<file path="src/rtl/lpd_pkg.sv">
// shared types and constants for the length prefix deframer
`default_nettype none

package lpd_pkg;

    localparam int unsigned LPD_HEADER_BYTES   = 4;
    localparam logic [31:0] LPD_RESET_MAX      = 32'd10485760;
    localparam int unsigned LPD_QUEUE_DEPTH    = 4;

    typedef enum logic [1:0] {
        PH_HEADER  = 2'd0,
        PH_PAYLOAD = 2'd1,
        PH_ERROR   = 2'd2
    } t_phase;

    typedef enum logic [1:0] {
        KIND_PAYLOAD  = 2'd0,
        KIND_EMPTY    = 2'd1,
        KIND_NEG_LEN  = 2'd2,
        KIND_TOO_LONG = 2'd3
    } t_kind;

    typedef struct packed {
        t_kind      kind;
        logic [7:0] payload_byte;
        logic       first_of_frame;
        logic       last_of_frame;
    } t_result;

endpackage

`default_nettype wire

</file>
<file path="src/rtl/length_prefix_deframer.sv">
// top level of the length prefix deframer
//
// Splits a byte stream into frames that each open with a 4-byte big-endian
// signed length. Input channel: i_in_valid / o_in_stall carry one stream
// byte and a restart flag per transfer. Output channel: o_out_valid /
// i_out_stall carry one result per transfer: a payload byte with first and
// last marks, an empty-frame mark, or a length error. Header bytes give
// no result except on the fourth byte. After an error every byte is
// dropped until a transfer with restart set, whose byte starts a new
// header. Config channel: i_cfg_valid / o_cfg_ready writes the frame size
// limit (header included); o_cfg_ready is always high.
// One byte is taken every cycle while o_in_stall is low. A result enters the
// queue at the edge that takes its byte and is then popped into the output
// register. A queue of QUEUE_DEPTH results sits in front of that register;
// o_in_stall rises only when the queue is full, which needs a receiver stall.
// Reset (synchronous, active low) empties the queue, returns to header
// collection and sets the limit to 10485760.
`default_nettype none

module length_prefix_deframer
    import lpd_pkg::*;
#(
    parameter int unsigned QUEUE_DEPTH = LPD_QUEUE_DEPTH
) (
    input  wire logic        i_clk,
    input  wire logic        i_rst_n,
    input  wire logic        i_cfg_valid,
    output logic             o_cfg_ready,
    input  wire logic [31:0] i_cfg_data,
    input  wire logic        i_in_valid,
    output logic             o_in_stall,
    input  wire logic [7:0]  i_data_byte,
    input  wire logic        i_restart,
    output logic             o_out_valid,
    input  wire logic        i_out_stall,
    output logic [1:0]       o_result_kind,
    output logic [7:0]       o_payload_byte,
    output logic             o_first_of_frame,
    output logic             o_last_of_frame
);

    logic    q_full;
    logic    q_empty;
    logic    q_pop;
    logic    front_push;
    logic    in_accept;
    t_result front_result;
    t_result q_data;
    t_result out_result;

    assign o_cfg_ready = 1'b1;
    assign o_in_stall  = q_full;
    assign in_accept   = i_in_valid && !q_full;

    lpd_front u_front (
        .i_clk       (i_clk),
        .i_rst_n     (i_rst_n),
        .i_cfg_valid (i_cfg_valid),
        .i_cfg_data  (i_cfg_data),
        .i_accept    (in_accept),
        .i_data_byte (i_data_byte),
        .i_restart   (i_restart),
        .o_result    (front_result),
        .o_push      (front_push)
    );

    lpd_queue #(
        .DEPTH (QUEUE_DEPTH)
    ) u_queue (
        .i_clk       (i_clk),
        .i_rst_n     (i_rst_n),
        .i_push      (front_push),
        .i_push_data (front_result),
        .o_full      (q_full),
        .i_pop       (q_pop),
        .o_pop_data  (q_data),
        .o_empty     (q_empty)
    );

    lpd_out_reg u_out_reg (
        .i_clk     (i_clk),
        .i_rst_n   (i_rst_n),
        .i_q_empty (q_empty),
        .i_q_data  (q_data),
        .o_q_pop   (q_pop),
        .o_valid   (o_out_valid),
        .i_stall   (i_out_stall),
        .o_result  (out_result)
    );

    assign o_result_kind    = out_result.kind;
    assign o_payload_byte   = out_result.payload_byte;
    assign o_first_of_frame = out_result.first_of_frame;
    assign o_last_of_frame  = out_result.last_of_frame;

endmodule

`default_nettype wire

</file>
<file path="src/rtl/lpd_front.sv">
// header assembly, length checks and payload countdown
`default_nettype none

module lpd_front
    import lpd_pkg::*;
(
    input  wire logic        i_clk,
    input  wire logic        i_rst_n,
    input  wire logic        i_cfg_valid,
    input  wire logic [31:0] i_cfg_data,
    input  wire logic        i_accept,
    input  wire logic [7:0]  i_data_byte,
    input  wire logic        i_restart,
    output t_result          o_result,
    output logic             o_push
);

    t_phase       r_phase, n_phase;
    logic [1:0]   r_hdr_cnt, n_hdr_cnt;
    logic [31:0]  r_len_shift, n_len_shift;
    logic [30:0]  r_remaining, n_remaining;
    logic         r_at_start, n_at_start;
    logic [31:0]  r_max_frame_bytes;

    t_phase       eff_phase;
    logic [1:0]   eff_hdr_cnt;
    logic [31:0]  eff_len_shift;
    logic [30:0]  eff_remaining;
    logic         eff_at_start;
    logic [31:0]  new_len;
    logic         too_long;
    logic         is_last;

    // restart returns to header collection before the byte is taken
    always_comb begin
        eff_phase     = i_restart ? PH_HEADER : r_phase;
        eff_hdr_cnt   = i_restart ? 2'd0      : r_hdr_cnt;
        eff_len_shift = i_restart ? 32'd0     : r_len_shift;
        eff_remaining = i_restart ? 31'd0     : r_remaining;
        eff_at_start  = i_restart ? 1'b1      : r_at_start;
    end

    assign new_len  = {eff_len_shift[23:0], i_data_byte};
    assign too_long = ({1'b0, new_len} + 33'(LPD_HEADER_BYTES)) > {1'b0, r_max_frame_bytes};
    assign is_last  = (eff_remaining <= 31'd1);

    // next state
    always_comb begin
        n_phase     = eff_phase;
        n_hdr_cnt   = eff_hdr_cnt;
        n_len_shift = eff_len_shift;
        n_remaining = eff_remaining;
        n_at_start  = eff_at_start;
        case (eff_phase)
            PH_HEADER: begin
                n_len_shift = new_len;
                if (eff_hdr_cnt != 2'(LPD_HEADER_BYTES - 1)) begin
                    n_hdr_cnt = eff_hdr_cnt + 2'd1;
                end else begin
                    n_hdr_cnt = 2'd0;
                    if (new_len[31] || too_long) begin
                        n_phase = PH_ERROR;
                    end else if (new_len == 32'd0) begin
                        n_len_shift = 32'd0;
                        n_remaining = 31'd0;
                        n_at_start  = 1'b1;
                    end else begin
                        n_remaining = new_len[30:0];
                        n_len_shift = 32'd0;
                        n_at_start  = 1'b1;
                        n_phase     = PH_PAYLOAD;
                    end
                end
            end
            PH_PAYLOAD: begin
                n_at_start = 1'b0;
                if (is_last) begin
                    n_phase     = PH_HEADER;
                    n_hdr_cnt   = 2'd0;
                    n_len_shift = 32'd0;
                    n_remaining = 31'd0;
                    n_at_start  = 1'b1;
                end else begin
                    n_remaining = eff_remaining - 31'd1;
                end
            end
            default: begin
            end
        endcase
    end

    // result of this byte
    always_comb begin
        o_push   = 1'b0;
        o_result = '{kind: KIND_PAYLOAD, payload_byte: 8'd0,
                     first_of_frame: 1'b0, last_of_frame: 1'b0};
        case (eff_phase)
            PH_HEADER: begin
                if (eff_hdr_cnt == 2'(LPD_HEADER_BYTES - 1)) begin
                    o_push = i_accept;
                    if (new_len[31]) begin
                        o_result.kind = KIND_NEG_LEN;
                    end else if (too_long) begin
                        o_result.kind = KIND_TOO_LONG;
                    end else if (new_len == 32'd0) begin
                        o_result.kind          = KIND_EMPTY;
                        o_result.last_of_frame = 1'b1;
                    end else begin
                        o_push = 1'b0;
                    end
                end
            end
            PH_PAYLOAD: begin
                o_push                  = i_accept;
                o_result.payload_byte   = i_data_byte;
                o_result.first_of_frame = eff_at_start;
                o_result.last_of_frame  = is_last;
            end
            default: begin
            end
        endcase
    end

    always_ff @(posedge i_clk) begin
        if (!i_rst_n) begin
            r_phase           <= PH_HEADER;
            r_hdr_cnt         <= 2'd0;
            r_len_shift       <= 32'd0;
            r_remaining       <= 31'd0;
            r_at_start        <= 1'b1;
            r_max_frame_bytes <= LPD_RESET_MAX;
        end else begin
            if (i_cfg_valid) begin
                r_max_frame_bytes <= i_cfg_data;
            end
            if (i_accept) begin
                r_phase     <= n_phase;
                r_hdr_cnt   <= n_hdr_cnt;
                r_len_shift <= n_len_shift;
                r_remaining <= n_remaining;
                r_at_start  <= n_at_start;
            end
        end
    end

endmodule

`default_nettype wire

</file>
<file path="src/rtl/lpd_queue.sv">
// short result queue between the front and the output stage
`default_nettype none

module lpd_queue
    import lpd_pkg::*;
#(
    parameter int unsigned DEPTH = LPD_QUEUE_DEPTH
) (
    input  wire logic    i_clk,
    input  wire logic    i_rst_n,
    input  wire logic    i_push,
    input  wire t_result i_push_data,
    output logic         o_full,
    input  wire logic    i_pop,
    output t_result      o_pop_data,
    output logic         o_empty
);

    localparam int unsigned PTR_W = $clog2(DEPTH);
    localparam int unsigned CNT_W = $clog2(DEPTH + 1);

    t_result            r_mem [DEPTH];
    logic [PTR_W-1:0]   r_wr_ptr, n_wr_ptr;
    logic [PTR_W-1:0]   r_rd_ptr, n_rd_ptr;
    logic [CNT_W-1:0]   r_count;

    assign o_full     = (r_count == CNT_W'(DEPTH));
    assign o_empty    = (r_count == '0);
    assign o_pop_data = r_mem[r_rd_ptr];

    assign n_wr_ptr = (r_wr_ptr == PTR_W'(DEPTH - 1)) ? '0 : r_wr_ptr + PTR_W'(1);
    assign n_rd_ptr = (r_rd_ptr == PTR_W'(DEPTH - 1)) ? '0 : r_rd_ptr + PTR_W'(1);

    always_ff @(posedge i_clk) begin
        if (i_push) begin
            r_mem[r_wr_ptr] <= i_push_data;
        end
    end

    always_ff @(posedge i_clk) begin
        if (!i_rst_n) begin
            r_wr_ptr <= '0;
            r_rd_ptr <= '0;
            r_count  <= '0;
        end else begin
            if (i_push) begin
                r_wr_ptr <= n_wr_ptr;
            end
            if (i_pop) begin
                r_rd_ptr <= n_rd_ptr;
            end
            if (i_push && !i_pop) begin
                r_count <= r_count + CNT_W'(1);
            end else if (i_pop && !i_push) begin
                r_count <= r_count - CNT_W'(1);
            end
        end
    end

endmodule

`default_nettype wire

</file>
<file path="src/rtl/lpd_out_reg.sv">
// output register driving the result channel
`default_nettype none

module lpd_out_reg
    import lpd_pkg::*;
(
    input  wire logic    i_clk,
    input  wire logic    i_rst_n,
    input  wire logic    i_q_empty,
    input  wire t_result i_q_data,
    output logic         o_q_pop,
    output logic         o_valid,
    input  wire logic    i_stall,
    output t_result      o_result
);

    logic    r_valid;
    t_result r_result;

    assign o_q_pop  = !i_q_empty && (!r_valid || !i_stall);
    assign o_valid  = r_valid;
    assign o_result = r_result;

    always_ff @(posedge i_clk) begin
        if (o_q_pop) begin
            r_result <= i_q_data;
        end
    end

    always_ff @(posedge i_clk) begin
        if (!i_rst_n) begin
            r_valid <= 1'b0;
        end else if (o_q_pop) begin
            r_valid <= 1'b1;
        end else if (!i_stall) begin
            r_valid <= 1'b0;
        end
    end

endmodule

`default_nettype wire

</file>
<file path="config.mk">
export PLATFORM = sky130hd
export DESIGN_NAME = length_prefix_deframer
export DESIGN_NICKNAME = d
export VERILOG_FILES = /design/src/rtl/lpd_pkg.sv /design/src/rtl/length_prefix_deframer.sv /design/src/rtl/lpd_front.sv /design/src/rtl/lpd_queue.sv /design/src/rtl/lpd_out_reg.sv
export SDC_FILE = /design/constraint.sdc
export NUM_CORES = 1
export LEC_CHECK = 0
export ABC_AREA = 1
export ABC_CLOCK_PERIOD_IN_PS = 6500
export BUFFER_PORTS_ARGS = -buffer_cell sky130_fd_sc_hd__buf_2
export CAP_MARGIN = 20
export CORE_UTILIZATION = 61
export DETAILED_ROUTE_END_ITERATION = 8
export PLACE_DENSITY = 0.86
export SLEW_MARGIN = 20
export SYNTH_ARGS = -nofsm -noshare
export SYNTH_HDL_FRONTEND = slang
export SYNTH_SLANG_ARGS = --single-unit
</file>
<file path="constraint.sdc">
create_clock -name i_clk -period 6.5 [get_ports i_clk]
set_clock_uncertainty 0.15 [all_clocks]
set_input_delay 0.325 -clock i_clk [delete_from_list [all_inputs] [get_ports i_clk]]
set_output_delay 0.325 -clock i_clk [all_outputs]
set_load 0.01 [all_outputs]
</file>
==> results by group, run 1 <==
Finish
  • Finished Cell Area: about 11000 µm²
  • Antenna cells: 0
  • Fill cells: 1265
  • Nets: between 1000 and 1500
  • Synth-to-Final Area Change: 9.53%
  • Fraction of layout instances using a drive strength above 1: 0.114

Detailed routing
  • DRC Markers: 0
  • Met2 routed WL: 11700 µm
  • Final ANT Viol Nets: 0
  • Met3 WL post-DR: 2090 µm
  • Routed wire length: 25000 µm
  • Top sig layer: met4
  • Initial DRC Count: approximately 1100
  • Routed WL per cell: ~16 µm
  • Met1 WL: a little over 10000 µm
  • Routed vias/inst: between 5 and 6
  • Drt pass-1 iters: 6
  • Routed via count: approximately 9200

Yosys
  • Netlist cell types: 46
  • Post-synth ARST share: 0
  • Ys flop type: dfxtp_1
  • Yosys warns: 0
  • Synth Register Bits: 160
  • Gate Count Post-Synth: between 1000 and 1500
  • Sequential area share after synthesis: 0.389
  • Syn_area_per_cell: slightly above 7 µm²
  • Number of synthesized flops with an enable pin: 60
  • Mapped Area: between 9000 and 10000 µm²
  • Post-synth net total: between 1000 and 1500

Place
  • DP Area: roughly 10000 µm²
  • Gpl congestion: approximately 1.0
  • Hpwl dp: 17300 µm
  • Worst slack, placed: about 1.1 ns
  • I/O Buffers: 59

Timing
  • Slew HR: 0.258
  • Final Max Slew Viols: 0
  • Hold_ws: around 0.0053 ns
  • Fin crit period: between 5 and 6 ns
  • Final period util: 0.804
  • Final TNS setup: 0 ns
  • Worst slew pin tran: roughly 1.1 ns
  • Fin. Hold Viols: 0
  • F_max: 191 MHz
  • Setup ws final: 1.28 ns
  • RSZ-0062 raised after global routing: false
  • Setup-failing EPs final: 0

CTS
  • CTS tree: yes
  • Deepest clock path buffer count: 2
  • Insertion delay to the later sink of the worst-skew pair: about 0.44 ns
  • Clock Sinks: 160
  • Root buf cell: clkbuf_16
  • Clk pin slew, worst setup/hold paths: roughly 0.070 ns
  • H-tree level count: 4
  • Total CTS buffers: 17

Critical path
  • Worst R2R Path Depth: 32
  • Critical Path Stages: 32
  • CP endpoint: u_queue.r_count[2]$_SDFFE_PN0P_
  • Setup CP Type: register to register
  • Critical Path Sink Type: register
  • Critical Path AT: 5.40 ns
  • Slowest cell on the critical path: nor3_1
  • Crit path from: u_front.r_len_shift[0]$_SDFFE_PN0P_
  • Family with the most delay on the worst path: simple AND/OR/NAND/NOR gates
  • Crit Reg-Reg Endpoint: u_queue.r_count[2]$_SDFFE_PN0P_
  • CP max FO: 7
  • CP Launch Type: register
  • Reg2reg setup slack: roughly 1.3 ns
  • CP Buf/Inv Count: 6
  • Largest stage delay, worst path: between 0.4 and 0.5 ns
  • Worst EP required: about 6.7 ns
  • Reg2reg start: u_front.r_len_shift[0]$_SDFFE_PN0P_

Global route
  • Vias in the first global route: around 8600
  • First-pass GRT wire length: between 40000 and 50000 µm
  • GRT overflow: 0
  • Initial antenna violation count: 0
  • GRT Total Usage: 0.313
  • Largest net degree at the start of global routing: between 60 and 70

Pwr
  • Static Leak: approximately 5 nW
  • Power Density: about 300 nW/µm²
  • Maximum vdd drop: roughly 0.24 mV

Hold path
  • Worst hold path cell count: 2
  • Hold Crit Start: i_cfg_valid
  • Hold WC Path Type: primary input to register

Job
  • Maxcap violations: 0

Floorplanning
  • Top-Level Pins: 61
  • Total Die Area: 16500 µm²
  • Die Span X: about 130 µm
  • Die height: approximately 130 µm
  • Core area: approximately 15000 µm²
  • Site row count: 45
  • Initial core utilization: 0.633

Outcome
  • Status: finished, final reports clean
==> per-layer routing <==
metal  GRT usage  vias up
met4       0.154        0
met2       0.520      472
met3      0.0541       84
met1       0.394     4193
li1            -     4424
met5           0        -
==> cell usage after synthesis (2+ instances only) <==
master,number,area [µm²]
edfxtp_1,60,1800
dfxtp_1,100,2000
o211ai_1,2,15.0
a21oi_1,103,515
o22ai_1,13,81.3
buf_4,4,30.0
inv_1,197,739
nand2_1,265,995
buf_6,10,113
nand2_4,3,33.8
nor4_1,4,25.0
buf_2,5,25.0
nor4_2,2,25.0
o21ai_0,96,480
nand3_1,58,290
nor3_1,16,80.1
nand4_1,33,206
a21o_1,2,15.0
nor2_1,156,586
o21ai_1,13,65.1
nand3b_1,2,15.0
clkbuf_1,34,128
xnor2_1,5,43.8
nor2_4,6,67.6
a221oi_1,3,26.3
inv_2,9,33.8
buf_1,2,7.51
nor2_2,18,113
nor3_2,6,60.1
xor2_1,40,350
ha_1,43,538
nand2_2,11,68.8
o21a_1,8,60.1
or2_2,2,12.5
==> final cells by class <==
class / instances / area (µm²) / share of cell area
Sequential cell: 160 / 3800 / 0.355
Timing Repair Buffer: 72 / 400 / 0.0374
Tap cell: 211 / 264 / 0.0247
Clock buffer: 22 / 465 / 0.0435
Clock inverter: 10 / 104 / 0.00971
Inverter: 209 / 792 / 0.0740
Multi-Input combinational cell: 919 / 4870 / 0.455
==> timing repair <==
item                                   CTS  global route
endpoints found under the hold margin    3             0
buffers inserted                         0             0
setup endpoints to repair                0             0
resized for setup                        0             0
hold buffers                             3             0
==> through the flow <==
step / utilization / cells / total power, mW
2_1_floorplan: - / 1343 / 1.96
3_3_place_gp: 0.655 / 1568 / 2.16
3_5_place_dp: 0.655 / 1568 / 2.19
4_1_cts: 0.694 / 1603 / 3.16
5_1_grt: 0.694 / 1603 / 3.34
6_report: 0.694 / 1603 / 3.17
==> layout by cell type, fill, tap and decap left out, types with 5 or more instances in the layout <==
cell         n
nand2_1    265
inv_1      197
nor2_1     156
a21oi_1    103
dfxtp_1    100
o21ai_0     96
edfxtp_1    60
buf_2       59
nand3_1     58
ha_1        43
xor2_1      40
nand4_1     33
nor2_2      18
clkbuf_16   18
nor3_1      16
o22ai_1     13
o21ai_1     13
nand2_2     11
buf_4       10
inv_2        9
o21a_1       8
nor3_2       6
nor2_4       6
xnor2_1      5
clkinv_4     5
==> kinds of logic (layout without fill, tap and decap cells) <==
family | Yosys count | after routing | share of synthesized area
compound gates | 243 | 243 | 0.131
xor+xnor | 45 | 45 | 0.0403
fa+ha+maj | 44 | 44 | 0.0571
buf+inv | 264 | 313 | 0.112
flops | 160 | 160 | 0.389
other cells | 1 | 1 | 0.000384
simple gates | 586 | 586 | 0.270
==> power by group <==
| group | internal, mW | switching, mW |
|---|---|---|
| combinational | 0.308 | 0.618 |
| sequential | 1.19 | 0.0875 |
| clock | 0.554 | 0.418 |
| total | 2.05 | 1.12 |
==> how the worst min path moves through the flow <==
stage                                                 endpoint
floorplan           u_front.r_max_frame_bytes[21]$_SDFFE_PN1P_
global placement          u_front.r_remaining[15]$_SDFFE_PN0P_
detailed placement   u_front.r_max_frame_bytes[9]$_SDFFE_PN0P_
CTS                 u_front.r_max_frame_bytes[23]$_SDFFE_PN1P_
global route         u_front.r_max_frame_bytes[3]$_SDFFE_PN0P_
finish              u_front.r_max_frame_bytes[23]$_SDFFE_PN1P_
==> sequential cells by signal (all words and copies together) (netlist names) <==
register                   cells
u_queue.r_mem                 48
u_front.r_max_frame_bytes     32
u_front.r_remaining           31
u_front.r_len_shift           24
u_out_reg.o_result            12
u_queue.r_count                3
u_front.r_hdr_cnt              2
u_front.r_phase                2
u_queue.r_rd_ptr               2
u_queue.r_wr_ptr               2
u_front.r_at_start             1
u_out_reg.o_valid              1
Power figures use the tool's default switching activity.
==> run 2, diff against run 1 <==
--- a/config.mk
+++ b/config.mk
@@ -6,7 +6,7 @@
 export NUM_CORES = 1
 export LEC_CHECK = 0
 export ABC_AREA = 1
-export ABC_CLOCK_PERIOD_IN_PS = 6500
+export ABC_CLOCK_PERIOD_IN_PS = 5300
 export BUFFER_PORTS_ARGS = -buffer_cell sky130_fd_sc_hd__buf_2
 export CAP_MARGIN = 20
 export CORE_UTILIZATION = 61
==> constraint.sdc (replaced) <==
create_clock -name i_clk -period 5.3 [get_ports i_clk]
set_clock_uncertainty 0.15 [all_clocks]
set_input_delay 0.265 -clock i_clk [delete_from_list [all_inputs] [get_ports i_clk]]
set_output_delay 0.265 -clock i_clk [all_outputs]
set_load 0.01 [all_outputs]
==> results by group, run 2 (synthesis results as in run 1) <==
Outcome
  • Status: finished, final reports clean

Global route
  • GRT overflow: 0 (unchanged)
  • Largest net degree at the start of global routing: 64 (unchanged)
  • Vias in the first global route: 8636 (+0.26%)
  • GRT Total Usage: 0.331 (+0.0184)
  • Initial antenna violation count: 0 (unchanged)
  • First-pass GRT wire length: 42600 µm (+4.3%)

Detailed routing
  • DRC Markers: 0 (unchanged)
  • Initial DRC Count: 982 (-7.6%)
  • Routed via count: 9430 (+2.8%)
  • Drt pass-1 iters: 8 (+2)
  • Final ANT Viol Nets: 0 (unchanged)
  • Routed WL per cell: 16.3 µm (+4.2%)
  • Routed wire length: 26800 µm (+7.2%)
  • Routed vias/inst: 5.72 (about the same)

Finish
  • Commonest non-fill, non-tap cell in the layout: nand2_1
  • Largest reg by FF count: u_queue.r_mem
  • Fraction of layout instances using a drive strength above 1: 0.122 (+0.00817)
  • Top flop regs: u_queue.r_mem x48, u_front.r_max_frame_bytes x32, u_front.r_remaining x31
  • Antenna cells: 0 (unchanged)
  • Most frequent cells in the layout: 265 x nand2_1, 197 x inv_1, 155 x nor2_1, 103 x a21oi_1, 100 x dfxtp_1
  • Synth-to-Final Area Change: 14.7%
  • Max reg flops: 48 (unchanged)
  • Finished Cell Area: 11200 µm² (+4.7%)
  • Nets: 1515 (+3.1%)
  • Final core occ: 0.726 (+0.0326)

Pwr
  • Maximum vdd drop: 0.233 mV (-0.95%)
  • Power Density: 359 nW/µm² (+21%)
  • Total power: 4.02 mW (+27%)
  • Static Leak: 5.16 nW (+5.3%)

Critical path
  • Critical Path Sink Type: register
  • Largest stage delay, worst path: 0.53 ns (+0.12 ns)
  • Reg2reg setup slack: 0.40 ns (-0.88 ns)
  • CP Launch Type: primary input
  • Setup CP Type: primary input to register
  • Critical Path AT: 5.12 ns (-0.28 ns)
  • CP max FO: 7 (unchanged)
  • Slowest cell on the critical path: dlygate4sd3_1
  • Most used cell along the critical path: nand2_1
  • Worst EP required: 5.47 ns (-1.20 ns)

Place
  • I/O Buffers: 59 (unchanged)
  • Hpwl dp: 17400 µm (+0.58%)
  • Gpl congestion: 0.984 (-5.6%)
  • DP Area: 10200 µm² (+0.74%)

Timing
  • Slew HR: 0.362 (+0.105)
  • Final period util: 0.934
  • Fin crit period: a little under 5 ns
  • Final Max Slew Viols: 0 (unchanged)
  • Fin. Hold Viols: 0 (unchanged)
  • F_max: 202 MHz
  • Setup-failing EPs final: 0 (unchanged)
  • Final TNS setup: 0 ns (unchanged)
  • Worst slew pin tran: 0.955 ns (-0.158 ns)

CTS
  • Clock Sinks: 160 (unchanged)
  • Total CTS buffers: 17 (unchanged)
  • Clk pin slew, worst setup/hold paths: 0.07 ns (about the same)
  • Insertion delay to the later sink of the worst-skew pair: 0.43 ns (about the same)
  • H-tree level count: 4 (unchanged)
  • CTS tree: yes
  • Root buf cell: clkbuf_16
  • Deepest clock path buffer count: 2 (unchanged)

Floorplanning
  • Total Die Area: 16500 µm² (unchanged)
  • Die Span X: 129 µm (unchanged)
  • Initial core utilization: 0.633 (unchanged)
  • Core area: 15400 µm² (unchanged)
  • Top-Level Pins: 61 (unchanged)
  • Die height: 129 µm (unchanged)
  • Site row count: 45 (unchanged)

Hold path
  • Hold WC Path Type: primary input to register

Job
  • Maxcap violations: 0 (unchanged)
[run 2: area by class of cell]
type	count	area [µm²]
Multi-Input combinational cell	919	4910
Fill cell	1204	4220
Sequential cell	160	3800
Timing Repair Buffer	118	831
Inverter	209	792
Clock buffer	18	439
Tap cell	211	264
Clock inverter	14	166
[run 2: per-stage QoR]
stage,instances,setup WS [ns],hold WS [ns]
3_3_place_gp,1578,0.302,0.303
5_1_grt,1649,-0.0589,0.0417
2_1_floorplan,1343,0.776,0.226
4_1_cts,1647,0.275,0.00498
6_report,1649,0.349,0.0344
3_5_place_dp,1578,0.207,0.305
[run 2: timing repair]
item / in CTS / in global routing
hold buffers: 37 / 0
resized for setup: 0 / 7
endpoints found under the hold margin: 33 / 0
setup endpoints to repair: 0 / 2
buffers inserted: 0 / 2
[run 2: worst max-delay path: cells and delay by family]
| kind | cells | cell delay (ns) |
|---|---|---|
| AOI/OAI and AO/OA | 4 | 0.43 |
| and+or+nand+nor | 19 | 2.41 |
| buffers and inverters | 7 | 1.06 |
| xor gates and xnor gates | 1 | 0.15 |
| adders and majority gates | 3 | 0.81 |
[run 2: path summary, 6_finish.rpt]
path / startpoint / endpoint / cells after the start
hold / removal: i_data_byte[4] / u_front.r_len_shift[4]$_SDFFE_PN0P_ / 3
setup reg to reg: u_front.r_len_shift[2]$_SDFFE_PN0P_ / u_queue.r_count[2]$_SDFFE_PN0P_ / 32
hold reg to reg: u_front.r_remaining[15]$_SDFFE_PN0P_ / u_front.r_remaining[15]$_SDFFE_PN0P_ / 2
setup / recovery: i_data_byte[5] / u_queue.r_count[2]$_SDFFE_PN0P_ / 34
[run 2: power by group]
group,switching [mW],internal [mW],leakage [nW]
Sequential,0.111,1.45,1.40
Combinational,0.782,0.403,3.46
Clock,0.547,0.724,0.301
[run 2: layer usage]
metal  GRT usage  vias to the layer above  routed length [µm]
met5           0                        -                   0
met4       0.153                        0                1110
met2       0.556                      556               12600
met1       0.402                     4259               10500
li1            -                     4501                   -
met3      0.0798                      114                2600
==> run 3, diff against run 2 <==
--- a/config.mk
+++ b/config.mk
@@ -5,14 +5,12 @@
 export SDC_FILE = /design/constraint.sdc
 export NUM_CORES = 1
 export LEC_CHECK = 0
-export ABC_AREA = 1
 export ABC_CLOCK_PERIOD_IN_PS = 5300
 export BUFFER_PORTS_ARGS = -buffer_cell sky130_fd_sc_hd__buf_2
 export CAP_MARGIN = 20
 export CORE_UTILIZATION = 61
 export DETAILED_ROUTE_END_ITERATION = 8
 export PLACE_DENSITY = 0.86
-export SLEW_MARGIN = 20
 export SYNTH_ARGS = -nofsm -noshare
 export SYNTH_HDL_FRONTEND = slang
 export SYNTH_SLANG_ARGS = --single-unit
==> results by group, run 3 <==
Outcome
  • Status: finished, final reports clean

Timing
  • Final Max Slew Viols: 0 (unchanged)
  • Fin crit period: 5.11 ns (+0.157 ns)
  • Final period util: 0.964 (+0.0297)
  • Setup-failing EPs final: 0 (unchanged)
  • Fin. Hold Viols: 0 (unchanged)
  • Final TNS setup: 0 ns (unchanged)
  • F_max: 196 MHz (-3.1%)
  • Slew HR: 0.376 (+0.0138)
  • Worst slew pin tran: 0.936 ns (-0.0196 ns)

Global route
  • GRT overflow: 0 (unchanged)
  • Largest net degree at the start of global routing: 61 (-4.7%)
  • First-pass GRT wire length: 39000 µm (-8.5%)
  • Initial antenna violation count: 0 (unchanged)
  • GRT Total Usage: 0.352 (+0.0210)
  • Vias in the first global route: 7640 (-12%)

Critical path
  • CP Launch Type: register
  • Worst EP required: 5.52 ns (+0.05 ns)
  • CP max FO: 7 (unchanged)
  • Reg2reg setup slack: 0.19 ns (-0.21 ns)
  • Worst R2R Path Depth: 21 (-34%)
  • Critical Path Sink Type: register
  • Crit Reg-Reg Endpoint: u_queue.r_count[2]$_SDFFE_PN0P_
  • Crit path from: u_front.r_len_shift[3]$_SDFFE_PN0P_
  • Reg2reg start: u_front.r_len_shift[3]$_SDFFE_PN0P_
  • Setup CP Type: register to register
  • CP endpoint: u_queue.r_count[2]$_SDFFE_PN0P_
  • Critical Path AT: 5.33 ns (+0.21 ns)

Yosys
  • Ys flop type: dfxtp_1
  • Mapped Area: 8670 µm² (-11%)
  • Syn_area_per_cell: 9.50 µm² (+31%)
  • Most frequent cell after synthesis: nor2_1
  • Yosys top cell by area: dfxtp_1
  • Netlist cell types: 75 (+63%)
  • Yosys warns: 0 (unchanged)
  • Post-synth ARST share: 0 (unchanged)
  • Post-synth top area share: 0.231 (+0.0259)
  • Gate Count Post-Synth: 913 (-32%)
  • Synth Register Bits: 160 (unchanged)
  • Number of synthesized flops with an enable pin: 60 (unchanged)
  • Synth top area cells: dfxtp_1 23%, edfxtp_1 21%, ha_1 6.2%
  • Synth top cells by count: 101 x nor2_1, 100 x dfxtp_1, 70 x nand2_1
  • Post-synth net total: 1003 (-30%)
  • Sequential area share after synthesis: 0.438 (+0.0491)

Pwr
  • Sw Ratio: 0.314 (-0.0441)
  • Static Leak: 3.89 nW (-25%)
  • Internal: 2.42 mW (-6.2%)
  • Clk pwr share: 0.345 (+0.029)
  • Maximum vdd drop: 0.280 mV (+20%)
  • Flop pwr share: 0.428 (+0.039)
  • Psw: 1.11 mW (-23%)
  • Gate power share: 0.227 (-0.068)
  • Power Density: 348 nW/µm² (-3.1%)

Finish
  • Nets: 1090 (-28%)
  • Largest reg by FF count: u_queue.r_mem
  • Max reg flops: 48 (unchanged)
  • Fraction of layout instances using a drive strength above 1: 0.147 (+0.0247)
  • Synth-to-Final Area Change: 17.0%
  • Most frequent cells in the layout: 100 x nor2_1, 98 x dfxtp_1, 70 x nand2_1, 60 x edfxtp_1, 59 x buf_2
  • Antenna cells: 0 (unchanged)
  • Commonest non-fill, non-tap cell in the layout: nor2_1
  • Top flop regs: u_queue.r_mem x48, u_front.r_max_frame_bytes x32, u_front.r_remaining x31
  • Layout Cells excl Fill: 1193 (-28%)
  • Fill cells: 958 (-20%)

Detailed routing
  • Initial DRC Count: 952 (-3.1%)
  • Routed via count: 7841 (-17%)
  • Final ANT Viol Nets: 0 (unchanged)
  • Drt pass-1 iters: 6 (-2)
  • Routed vias/inst: 6.57 (+15%)
  • Routed wire length: 25000 µm (-6.6%)
  • DRC Markers: 0 (unchanged)
  • Routed WL per cell: 21.0 µm (+29%)

CTS
  • Total CTS buffers: 17 (unchanged)
  • Deepest clock path buffer count: 2 (unchanged)
  • Root buf cell: clkbuf_16
  • Postcts setup bufs: 0 (unchanged)
  • H-tree level count: 4 (unchanged)
  • Insertion delay to the later sink of the worst-skew pair: 0.45 ns (+0.02 ns)
  • Clock Sinks: 160 (unchanged)
  • Clk pin slew, worst setup/hold paths: 0.07 ns (about the same)
  • CTS tree: yes

Floorplanning
  • Initial core utilization: 0.625 (-0.00832)
  • Total Die Area: 14700 µm² (-11%)
  • Top-Level Pins: 61 (unchanged)
  • Site row count: 43 (-4.4%)
  • Die height: 121 µm (-5.7%)
  • Die Span X: 121 µm (-5.7%)
  • Core area: 13900 µm² (-10%)

Place
  • I/O Buffers: 59 (unchanged)
  • Gpl congestion: 0.957 (-2.8%)
  • Cells after DPL: 1127 (-29%)
  • Hpwl dp: 16300 µm (-6.6%)

Job
  • Maxcap violations: 0 (unchanged)

Hold path
  • Hold WC Path Type: primary input to register
-- run 3: changes by cell type in the layout (fill, tap and decap cells not counted), sizes merged, moves of 16 or more --
cell / before / now
nand2: 279 / 71
inv: 216 / 48
nor2: 181 / 102
o21ai: 109 / 55
a21oi: 103 / 58
mux2i: 0 / 35
nand3: 59 / 24
xor2: 40 / 13
nand4: 34 / 11
nor2b: 0 / 16
-- run 3: power groups by stage --
stage          registers (mW)  logic (mW)  clock network, mW
5_1_grt                  1.53       0.871               1.27
4_1_cts                  1.51       0.779               1.21
3_5_place_dp             1.53       0.746                  0
6_report                 1.51       0.801               1.22
2_1_floorplan            1.49       0.549                  0
3_3_place_gp             1.52       0.721                  0
-- run 3: layout make-up --
class / count / area, µm² / area share
Clock inverter: 12 / 135 / 0.0133
Sequential cell: 160 / 3810 / 0.375
Timing Repair Buffer: 117 / 816 / 0.0803
Inverter: 45 / 169 / 0.0166
Multi-Input combinational cell: 659 / 4570 / 0.450
Tap cell: 180 / 225 / 0.0222
Clock buffer: 20 / 437 / 0.0430
-- run 3: what timing repair did --
action,in CTS,in global routing
resized for setup,1,14
pin swaps,0,2
hold buffers,34,0
endpoints found under the setup margin,1,65
endpoints found under the hold margin,34,0
-- run 3: how the worst min path moves through the flow --
stage / slack (ns) / cells after the start / startpoint / end
6_report: 0.04 / 2 / i_data_byte[4] / u_front.r_len_shift[4]$_SDFFE_PN0P_
2_1_floorplan: 0.25 / 2 / i_cfg_data[21] / u_front.r_max_frame_bytes[21]$_SDFFE_PN1P_
3_3_place_gp: 0.30 / 2 / u_out_reg.o_valid$_SDFFE_PN0P_ / u_out_reg.o_valid$_SDFFE_PN0P_
3_5_place_dp: 0.33 / 2 / u_front.r_max_frame_bytes[14]$_SDFFE_PN0P_ / u_front.r_max_frame_bytes[14]$_SDFFE_PN0P_
5_1_grt: 0.06 / 2 / i_data_byte[1] / u_front.r_len_shift[1]$_SDFFE_PN0P_
4_1_cts: 0.04 / 2 / i_data_byte[4] / u_front.r_len_shift[4]$_SDFFE_PN0P_
-- run 3: kinds of logic after synthesis --
| logic type | synth area share |
|---|---|
| AOI/OAI and AO/OA | 0.162 |
| xor gates and xnor gates | 0.0333 |
| adders and majority gates | 0.0643 |
| buffers and inverters | 0.0437 |
| DFF | 0.438 |
| muxes | 0.0741 |
| other | 0.000432 |
| and+or+nand+nor | 0.184 |
-- run 3: through the flow --
stage	setup WS [ns]	instance area (µm²)	util	power [mW]	hold WS, ns
2_1_floorplan	0.298	8670	-	2.04	0.245
3_3_place_gp	0.0864	9170	0.660	2.25	0.303
3_5_place_dp	-0.0758	9170	0.660	2.28	0.331
4_1_cts	0.0122	10100	0.726	3.50	0.0368
5_1_grt	-0.00365	10200	0.731	3.67	0.0616
6_report	0.191	10200	0.731	3.53	0.0432
-- run 3: critical path, cell delays in order (launching register included) --
cell and delay [ns]:
dfxtp_1 0.41, nand2b_1 0.18, nor4b_1 0.28, nand2_1 0.17
nor2_2 0.17, and3_2 0.25, nand2_1 0.13, or3_1 0.37
a21oi_1 0.17, ha_1 0.27, nand3_1 0.19, nor3_1 0.09
a221o_1 0.35, a2111o_1 0.45, a21boi_2 0.23, a21oi_4 0.11
ha_1 0.22, inv_1 0.08, fa_1 0.19, xor2_1 0.08
or3_1 0.31, a21oi_1 0.18
-- run 3: metal layers --
layer  part of all wire  vias up  global-route usage  wire [µm]
li1                   -     3510                   -          -
met1               0.36     3636               0.398       8890
met2               0.49      550               0.584      12200
met3              0.097      145              0.0959       2430
met4              0.061        0               0.231       1520
met5                  0        -                   0          0
